[src/rtl/tse_pkg.sv]
package tse_pkg;

    localparam int DATA_W = 32;
    localparam int WORD_W = 2 * DATA_W + 1;

    localparam logic [1:0] OP_LSL_IMM  = 2'd0;
    localparam logic [1:0] OP_LSL_REG  = 2'd1;
    localparam logic [1:0] OP_LSR_IMM  = 2'd2;
    localparam logic [1:0] OP_SHIFT_32 = 2'd3;

    localparam logic [1:0] SH_LSL = 2'd0;
    localparam logic [1:0] SH_LSR = 2'd1;
    localparam logic [1:0] SH_ASR = 2'd2;
    localparam logic [1:0] SH_ROR = 2'd3;

    localparam logic [1:0] ERR_NONE     = 2'd0;
    localparam logic [1:0] ERR_BAD_REG  = 2'd1;
    localparam logic [1:0] ERR_ROR_ZERO = 2'd2;

    localparam logic [3:0] REG_SP = 4'd13;
    localparam logic [3:0] REG_PC = 4'd15;

    localparam logic [7:0] AMT_FULL = 8'd32;

    typedef struct packed {
        logic [3:0]        rd;
        logic [1:0]        kind;
        logic [5:0]        amt;
        logic              zero_amt;
        logic              kill;
        logic              fw;
        logic [1:0]        err;
        logic              cin;
        logic              vin;
        logic [DATA_W-1:0] src;
    } dec_t;

    typedef struct packed {
        logic [3:0]        rd;
        logic [1:0]        kind;
        logic [2:0]        fine;
        logic              zero_amt;
        logic              kill;
        logic              fw;
        logic [1:0]        err;
        logic              cin;
        logic              vin;
        logic [WORD_W-1:0] word;
    } crs_t;

    typedef struct packed {
        logic [3:0]        rd;
        logic [DATA_W-1:0] res;
        logic              c;
        logic              fw;
        logic [1:0]        err;
        logic              vin;
    } shf_t;

    function automatic logic [DATA_W-1:0] rev32(input logic [DATA_W-1:0] v);
        logic [DATA_W-1:0] r;
        for (int i = 0; i < DATA_W; i++)
        begin
            r[i] = v[DATA_W-1-i];
        end
        return r;
    endfunction

endpackage

[src/rtl/tse_decode.sv]
module tse_decode
    import tse_pkg::*;
(
    input  logic        clk,
    input  logic        rst_n,
    input  logic        in_valid,
    input  logic [1:0]  op,
    input  logic [31:0] instruction,
    input  logic        in_it_block,
    input  logic [31:0] source_value,
    input  logic [7:0]  amount_value,
    input  logic        carry_in,
    input  logic        overflow_in,
    output logic        dec_valid,
    output dec_t        dec
);

    logic       dec_valid_reg;
    dec_t       dec_reg;
    dec_t       dec_next;
    logic [4:0] imm5_16;
    logic [4:0] imm5_32;
    logic [3:0] rm_32;
    logic [7:0] n;

    assign imm5_16 = instruction[10:6];
    assign imm5_32 = {instruction[14:12], instruction[7:6]};
    assign rm_32   = instruction[3:0];

    always_comb
    begin
        dec_next     = '0;
        n            = '0;
        dec_next.cin = carry_in;
        dec_next.vin = overflow_in;
        dec_next.src = source_value;
        unique case (op)
            OP_LSL_IMM:
            begin
                dec_next.rd   = {1'b0, instruction[2:0]};
                dec_next.kind = SH_LSL;
                dec_next.fw   = ~in_it_block;
                n             = {3'b000, imm5_16};
            end
            OP_LSL_REG:
            begin
                dec_next.rd   = {1'b0, instruction[2:0]};
                dec_next.kind = SH_LSL;
                dec_next.fw   = ~in_it_block;
                n             = amount_value;
            end
            OP_LSR_IMM:
            begin
                dec_next.rd   = {1'b0, instruction[2:0]};
                dec_next.kind = SH_LSR;
                dec_next.fw   = ~in_it_block;
                n             = (imm5_16 == 5'd0) ? AMT_FULL : {3'b000, imm5_16};
            end
            OP_SHIFT_32:
            begin
                dec_next.rd   = instruction[11:8];
                dec_next.kind = instruction[5:4];
                dec_next.fw   = instruction[20];
                n             = {3'b000, imm5_32};
                if ((instruction[5:4] == SH_LSR || instruction[5:4] == SH_ASR)
                    && imm5_32 == 5'd0)
                begin
                    n = AMT_FULL;
                end
                if (instruction[11:8] == REG_SP || instruction[11:8] == REG_PC
                    || rm_32 == REG_SP || rm_32 == REG_PC)
                begin
                    dec_next.err = ERR_BAD_REG;
                end
                else if (instruction[5:4] == SH_ROR && imm5_32 == 5'd0)
                begin
                    dec_next.err = ERR_ROR_ZERO;
                end
            end
            default:
            begin
                dec_next.rd = '0;
            end
        endcase
        dec_next.amt      = n[5:0];
        dec_next.zero_amt = (n == 8'd0);
        dec_next.kill     = (n > AMT_FULL);
    end

    always_ff @(posedge clk or negedge rst_n)
    begin
        if (!rst_n)
        begin
            dec_valid_reg <= 1'b0;
        end
        else
        begin
            dec_valid_reg <= in_valid;
        end
    end

    always_ff @(posedge clk)
    begin
        if (in_valid)
        begin
            dec_reg <= dec_next;
        end
    end

    assign dec_valid = dec_valid_reg;
    assign dec       = dec_reg;

endmodule

[src/rtl/tse_shifter.sv]
module tse_shifter
    import tse_pkg::*;
(
    input  logic clk,
    input  logic rst_n,
    input  logic dec_valid,
    input  dec_t dec,
    output logic sh_valid,
    output shf_t sh
);

    // Right shift of {fill, operand, guard}; LSL runs on the bit-reversed operand.
    logic              crs_valid_reg;
    crs_t              crs_reg;
    crs_t              crs_next;
    logic              shf_valid_reg;
    shf_t              shf_reg;
    shf_t              shf_next;
    logic [DATA_W-1:0] hi;
    logic [DATA_W-1:0] lo;
    logic [WORD_W-1:0] wide;
    logic [WORD_W-1:0] fine_word;
    logic [DATA_W-1:0] raw;

    always_comb
    begin
        unique case (dec.kind)
            SH_LSL:  hi = '0;
            SH_LSR:  hi = '0;
            SH_ASR:  hi = {DATA_W{dec.src[DATA_W-1]}};
            SH_ROR:  hi = dec.src;
            default: hi = '0;
        endcase
        lo   = (dec.kind == SH_LSL) ? rev32(dec.src) : dec.src;
        wide = {hi, lo, 1'b0};

        crs_next          = '0;
        crs_next.rd       = dec.rd;
        crs_next.kind     = dec.kind;
        crs_next.fine     = dec.amt[2:0];
        crs_next.zero_amt = dec.zero_amt;
        crs_next.kill     = dec.kill;
        crs_next.fw       = dec.fw;
        crs_next.err      = dec.err;
        crs_next.cin      = dec.cin;
        crs_next.vin      = dec.vin;
        crs_next.word     = wide >> {dec.amt[5:3], 3'b000};
    end

    always_comb
    begin
        fine_word    = crs_reg.word >> crs_reg.fine;
        raw          = fine_word[DATA_W:1];
        shf_next     = '0;
        shf_next.rd  = crs_reg.rd;
        shf_next.fw  = crs_reg.fw;
        shf_next.err = crs_reg.err;
        shf_next.vin = crs_reg.vin;
        priority if (crs_reg.err != ERR_NONE || crs_reg.kill)
        begin
            shf_next.res = '0;
            shf_next.c   = 1'b0;
        end
        else if (crs_reg.zero_amt)
        begin
            shf_next.res = (crs_reg.kind == SH_LSL) ? rev32(raw) : raw;
            shf_next.c   = crs_reg.cin;
        end
        else
        begin
            shf_next.res = (crs_reg.kind == SH_LSL) ? rev32(raw) : raw;
            shf_next.c   = fine_word[0];
        end
    end

    always_ff @(posedge clk or negedge rst_n)
    begin
        if (!rst_n)
        begin
            crs_valid_reg <= 1'b0;
            shf_valid_reg <= 1'b0;
        end
        else
        begin
            crs_valid_reg <= dec_valid;
            shf_valid_reg <= crs_valid_reg;
        end
    end

    always_ff @(posedge clk)
    begin
        if (dec_valid)
        begin
            crs_reg <= crs_next;
        end
        if (crs_valid_reg)
        begin
            shf_reg <= shf_next;
        end
    end

    assign sh_valid = shf_valid_reg;
    assign sh       = shf_reg;

endmodule

[src/rtl/tse_flags.sv]
module tse_flags
    import tse_pkg::*;
(
    input  logic        clk,
    input  logic        rst_n,
    input  logic        sh_valid,
    input  shf_t        sh,
    output logic        done,
    output logic [3:0]  dest_reg,
    output logic [31:0] result,
    output logic        reg_write,
    output logic        flags_write,
    output logic        flag_n,
    output logic        flag_z,
    output logic        flag_c,
    output logic        flag_v,
    output logic [1:0]  error
);

    logic        done_reg;
    logic [3:0]  dest_reg_reg;
    logic [31:0] result_reg;
    logic        reg_write_reg;
    logic        flags_write_reg;
    logic        flag_n_reg;
    logic        flag_z_reg;
    logic        flag_c_reg;
    logic        flag_v_reg;
    logic [1:0]  error_reg;
    logic        ok;

    assign ok = (sh.err == ERR_NONE);

    always_ff @(posedge clk or negedge rst_n)
    begin
        if (!rst_n)
        begin
            done_reg <= 1'b0;
        end
        else
        begin
            done_reg <= sh_valid;
        end
    end

    always_ff @(posedge clk)
    begin
        if (sh_valid)
        begin
            dest_reg_reg    <= sh.rd;
            result_reg      <= sh.res;
            reg_write_reg   <= ok;
            flags_write_reg <= ok & sh.fw;
            flag_n_reg      <= ok & sh.res[DATA_W-1];
            flag_z_reg      <= ok & (sh.res == '0);
            flag_c_reg      <= ok & sh.c;
            flag_v_reg      <= sh.vin;
            error_reg       <= sh.err;
        end
    end

    assign done        = done_reg;
    assign dest_reg    = dest_reg_reg;
    assign result      = result_reg;
    assign reg_write   = reg_write_reg;
    assign flags_write = flags_write_reg;
    assign flag_n      = flag_n_reg;
    assign flag_z      = flag_z_reg;
    assign flag_c      = flag_c_reg;
    assign flag_v      = flag_v_reg;
    assign error       = error_reg;

endmodule

[src/rtl/thumb_shift_execute.sv]
// Channel   Handshake          Fields
// ------    ---------          ------
// item in   start / busy       op, instruction, in_it_block, source_value,
//                              amount_value, carry_in, overflow_in
// result    done (one cycle)   dest_reg, result, reg_write, flags_write,
//                              flag_n, flag_z, flag_c, flag_v, error
//
// One item per cycle; each result is registered in every stage below before it appears on done.
// Stages: decode, coarse shift (multiples of 8), fine shift with carry, flags.
// busy is always low: nothing in the pipe ever stalls.
// rst_n clears the stage valid bits asynchronously; payload is not reset.
module thumb_shift_execute
    import tse_pkg::*;
(
    input  logic        clk,
    input  logic        rst_n,
    input  logic        start,
    output logic        busy,
    input  logic [1:0]  op,
    input  logic [31:0] instruction,
    input  logic        in_it_block,
    input  logic [31:0] source_value,
    input  logic [7:0]  amount_value,
    input  logic        carry_in,
    input  logic        overflow_in,
    output logic        done,
    output logic [3:0]  dest_reg,
    output logic [31:0] result,
    output logic        reg_write,
    output logic        flags_write,
    output logic        flag_n,
    output logic        flag_z,
    output logic        flag_c,
    output logic        flag_v,
    output logic [1:0]  error
);

    logic dec_valid;
    dec_t dec;
    logic sh_valid;
    shf_t sh;

    assign busy = 1'b0;

    tse_decode u_decode (
        .clk          (clk),
        .rst_n        (rst_n),
        .in_valid     (start & ~busy),
        .op           (op),
        .instruction  (instruction),
        .in_it_block  (in_it_block),
        .source_value (source_value),
        .amount_value (amount_value),
        .carry_in     (carry_in),
        .overflow_in  (overflow_in),
        .dec_valid    (dec_valid),
        .dec          (dec)
    );

    tse_shifter u_shifter (
        .clk       (clk),
        .rst_n     (rst_n),
        .dec_valid (dec_valid),
        .dec       (dec),
        .sh_valid  (sh_valid),
        .sh        (sh)
    );

    tse_flags u_flags (
        .clk         (clk),
        .rst_n       (rst_n),
        .sh_valid    (sh_valid),
        .sh          (sh),
        .done        (done),
        .dest_reg    (dest_reg),
        .result      (result),
        .reg_write   (reg_write),
        .flags_write (flags_write),
        .flag_n      (flag_n),
        .flag_z      (flag_z),
        .flag_c      (flag_c),
        .flag_v      (flag_v),
        .error       (error)
    );

    a_latency: assert property (@(posedge clk) disable iff (!rst_n)
        start |-> ##4 done)
        else $error("item did not complete after four cycles");

    a_no_phantom: assert property (@(posedge clk) disable iff (!rst_n)
        done |-> $past(start, 4))
        else $error("result without a matching item");

    a_error_quiet: assert property (@(posedge clk) disable iff (!rst_n)
        (done && error != ERR_NONE) |->
            (!reg_write && !flags_write && result == '0 && !flag_c))
        else $error("errored item writes state");

    a_ok_writes: assert property (@(posedge clk) disable iff (!rst_n)
        (done && error == ERR_NONE) |-> (reg_write && flag_z == (result == '0)))
        else $error("good item lost its write or zero flag");

endmodule
[config.mk]
export PLATFORM = sky130hd
export DESIGN_NAME = thumb_shift_execute
export DESIGN_NICKNAME = d
export VERILOG_FILES = /design/src/rtl/tse_pkg.sv /design/src/rtl/tse_decode.sv /design/src/rtl/tse_shifter.sv /design/src/rtl/tse_flags.sv /design/src/rtl/thumb_shift_execute.sv
export SDC_FILE = /design/constraint.sdc
export NUM_CORES = 1
export LEC_CHECK = 0
export BUFFER_PORTS_ARGS = -buffer_cell sky130_fd_sc_hd__buf_2
export CAP_MARGIN = 20
export CORE_MARGIN = 3
export CORE_UTILIZATION = 50
export DETAILED_ROUTE_END_ITERATION = 10
export PLACE_DENSITY = 0.7
export SKIP_LAST_GASP = 1
export SYNTH_ARGS = -nofsm -noshare
export SYNTH_HDL_FRONTEND = slang
export SYNTH_SLANG_ARGS = --single-unit
[constraint.sdc]
create_clock -name clk -period 4.89 [get_ports clk]
set_input_delay 0.489 -clock clk [delete_from_list [all_inputs] [get_ports clk]]
set_output_delay 0.489 -clock clk [all_outputs]
set_load 0.01 [all_outputs]
Word level (Yosys, flattened, before mapping)
Index checks and enable logic that the tools add are counted.
- register bits after elaboration: 221
- output and inout bits: 46
- order comparisons: 1
- equality and inequality tests: 13
- shifts and indexed selects: 2
- multiplexer cells: 11
- bitwise operators: 6
- reductions and logical operators: 20
- operators by type and width (cell ; count):
    $pmux 32 s3 ; 1
    $shr 65x3->33 ; 1
    $shr 65x6->65 ; 1
    $mux 32 ; 2
    $logic_not 32->1 ; 1
    $pmux 8 s4 ; 1
    $pmux 6 s3 ; 1
    $eq 4x4->1 const B ; 4
    $eq 2x2->1 const B ; 6
    $mux 6 ; 2
    $logic_not 5->1 ; 2
    $gt 8x6->1 const B ; 1
    $logic_not 2->1 ; 4
    $logic_not 8->1 ; 1
    $eq 2x1->1 const B ; 3
    $reduce_or 2->1 ; 3
    $logic_or 1x1->1 ; 5
    $and 1x1->1 ; 4
    $reduce_or 3->1 ; 1
    $logic_and 1x1->1 ; 2
    $mux 1 ; 2
    $mux 2 ; 1
    $not 1->1 ; 2
    $pmux 1 s2 ; 1
    $reduce_bool 2->1 ; 1

Longest topological paths before layout
- word-level depth: 6
- depth in mapped cells: 7

Hierarchy
Synthesis repeated with hierarchy kept, for this count alone.
- cells, all modules: 754
- area total of the unflattened synthesis: 10128.5 um^2
- modules (own cells, without submodules) (module ; instances ; cells an instance ; area an instance (um^2) ; sequential area each (um^2)):
    tse_shifter ; 1 ; 598 ; 6809.0 ; 2962.8
    tse_decode ; 1 ; 93 ; 1856.8 ; 1556.5
    tse_flags ; 1 ; 61 ; 1451.4 ; 1346.3
    thumb_shift_execute ; 1 ; 2 ; 11.3 ; 0.0

Least setup slack after synthesis
OpenSTA, ideal clock, no wires.
- path type: register to register
- from: register u_decode.dec_reg, in the netlist u_decode.dec[46]
- to: register u_shifter.crs_reg[13] (netlist name) (data pin)
- setup time: 0.279 ns
- arrival time: 1.631 ns
- required time: 4.611 ns
- setup slack: 2.980 ns
- cell stages (with the launch flop): 7
- path buffers: 2
- period minus slack after synthesis: 1.910 ns
- cell sequence: edfxtp_1 buf_6 nor2_8 buf_8 mux2_2 a222oi_1 o221ai_1
- RTL lines (item ; line ; text):
    from (decl) ; tse_decode.sv:19 ; dec_t dec_reg;
    from (signal assigned) ; tse_decode.sv:106 ; dec_reg <= dec_next;
    to (signal assigned) ; tse_shifter.sv:94 ; crs_reg <= crs_next;
    to (decl) ; tse_shifter.sv:14 ; crs_t crs_reg;

==> reports/metrics.csv <==
metric,value,unit
status,"complete, no violations",
synthesis.instances,787,
die_area,21590,um^2
antenna_found_initial,0,
fin_skew,0.009402,ns
synthFlopType,edfxtp_1,
root_buffer,clkbuf_16,
yosysTopAreaCellShare,58.04,%
cts_hold_buffers,1,
yosysUniqueCellTypes,64,
tns,0,ns
grt_max_degree,62,
die_w,147.0,um
fmax,346.4,MHz
grt_pass1_vias,6284,
leakagePower,4.336,nW
cts_tree,yes,
crit_path_max_incr_delay,0.93,ns
avgSynthCellArea,12.62,um^2
start_kind,flip-flop,
final_hold_viol_count,0,
crit_buf_inv,0,
async_flop_share,2.041,%
drcViolationCount,0,
peakVddDrop,0.0002768,V
drt-wirelength-per-cell,18.45,um
drv_slew,0,
rsz0062_at_grt,false,
cts_setup_buffers,0,
crit_path_end_kind,flip-flop,
n_antenna_cell,0,
p_per_area,379.7,nW/um^2
post-route-min-period,2.887,ns
dp_hpwl,14.93,mm
ant_nets,0,
cp_max_fo,26,
cts_max_level,4,
yosys.area.top_type,edfxtp_1,
wl,21.03,mm
drv_cap,0,
grt_pass1_wl,33.10,mm
cp_top_family,simple AND/OR/NAND/NOR gates,
place_ws,2.063,ns
coreArea,19080,um^2
grtUsageTotal,19.30,%
initial_core_util,52.06,%
dr.pass1.iters,6,
ys_ff_latch,196,
die_h,147.0,um
relSlewSlack,26.08,%
min-delay-path-class,in -> reg,
critPathSlowestCell,or2_1,
viasPerCell,6.072,
cp.required,5.05,ns
ys.warnings.count,0,
nNetsFinal,948,
cp.arrival,3.05,ns
synth.cell_area,9933,um^2
clk_latency,0.44,ns
clk_pin_slew_worst_paths,0.08,ns
ctsResizeCount,0,
cts_buffer_depth,2,
syn_to_final_growth,13.21,%
drive_gt1_share,23.18,%
path_class,reg -> reg,
io_buffer_count,108,
setup_violations,0,
grt-ovfl-total,0,
cts_sinks,196,
setup_slack,2.003,ns
rows,50,
synth_edf_count,192,
gp_congestion,0.9458,
num_vias,6922,
syn_nets,868,
first_iter_violations,866,
largest_reg_flops,56,
crit_chain,or2_1 -> mux2_2 -> a222oi_1 -> o221ai_1,
cts_made_buffers,17,
synth-seq-area-share,59.05,%
fin_crit_sh,59.04,%
dpl.cell_count,1106,
worst_slew_pin_slew,1.109,ns
finalNonFillerCells,1140,
synth_area_leaders,"edfxtp_1, mux2i_1, a22oi_1, nand2_1, mux2_2",
ios,126,
utilization,58.94,%
[cells in the final DEF (no fill, tap or decap), types with 5 or more instances in the layout]
cell and count:
a211oi_1 13, a21boi_0 5, a21oi_1 19, a22oi_1 52, a31oi_1 6, a32o_1 9, a32oi_1 9, and2_1 6
and3_1 5, buf_2 108, buf_4 11, clkbuf_16 17, clkinv_8 6, edfxtp_1 192, inv_1 6, mux2_2 25
mux2i_1 65, mux4_2 11, nand2_1 99, nand2b_1 9, nand3_1 8, nor2_1 40, nor3_1 6, nor4_1 9
o211ai_1 9, o21ai_0 17, o221ai_1 13, o22ai_1 35
[cell type report]
type                       instances  area [um^2]
clock buffer                      17        425.4
clock inverter                    15        220.2
fill                            1541         7835
inverter                           8        30.03
multi-input combinational        523         3724
sequential                       196         5868
tap                              260        325.3
timing repair buffer             121        653.1
[per-layer routing]
layer | wire [um] | track usage (%) | up-vias
li1 | - | - | 3296
met1 | 9081 | 26.55 | 3278
met2 | 10100 | 30.95 | 313
met3 | 1377 | 2.930 | 35
met4 | 475 | 8.108 | 0
met5 | 0 | 0 | -
[cells by family (layout without fill, tap and decap cells)]
group | after synthesis | in the layout | synth area share [%]
other | 1 | 1 | 0.03775
buffers and inverters | 68 | 161 | 3.464
and+or+nand+nor | 206 | 206 | 9.749
DFF | 196 | 196 | 59.05
muxes | 102 | 102 | 12.03
AOI/OAI and AO/OA | 213 | 213 | 15.54
adders and majority gates | 1 | 1 | 0.1259
[cells in the mapped netlist (5+ instances only)]
library cell and instances:
a211oi_1 13, a21boi_0 5, a21oi_1 19, a22oi_1 52
a31oi_1 6, a32o_1 9, a32oi_1 9, and2_1 6
and3_1 5, buf_2 20, buf_4 8, clkbuf_1 26
edfxtp_1 192, inv_1 6, mux2_2 25, mux2i_1 65
mux4_2 11, nand2_1 99, nand2b_1 9, nand3_1 8
nor2_1 40, nor3_1 6, nor4_1 9, o211ai_1 9
o21ai_0 18, o221ai_1 13, o22ai_1 35
[power by group]
part | internal [mW] | switching (mW)
clock network | 0.755 | 0.699
logic | 0.288 | 0.425
registers | 2.00 | 0.105
total | 3.04 | 1.23
[per-stage QoR]
stage / power (mW) / instance area (um^2) / hold WS (ns)
floorplan: 2.634 / 9933 / 0.1934
global placement: 2.824 / 10570 / 0.3091
detailed placement: 2.836 / 10570 / 0.3020
CTS: 4.285 / 11230 / 0.2010
global route: 4.437 / 11250 / 0.2003
finish: 4.270 / 11250 / 0.2148
[path summary, 6_finish.rpt]
check	start	to	slack [ns]	depth (start not counted)
setup reg to reg	u_decode.dec[45]	u_shifter.crs_reg[10]	2.00	4
hold reg to reg	u_decode.dec[50]	u_shifter.crs_reg[80]	0.41	0
max in group asynchronous	rst_n	u_shifter.sh_valid	4.39	2
hold / removal	source_value[14]	u_decode.dec[14]	0.21	1
setup / recovery	u_decode.dec[45]	u_shifter.crs_reg[10]	2.00	4
min in group asynchronous	rst_n	u_flags.done	0.37	2
Note: power is estimated with default switching activity, not from simulation.
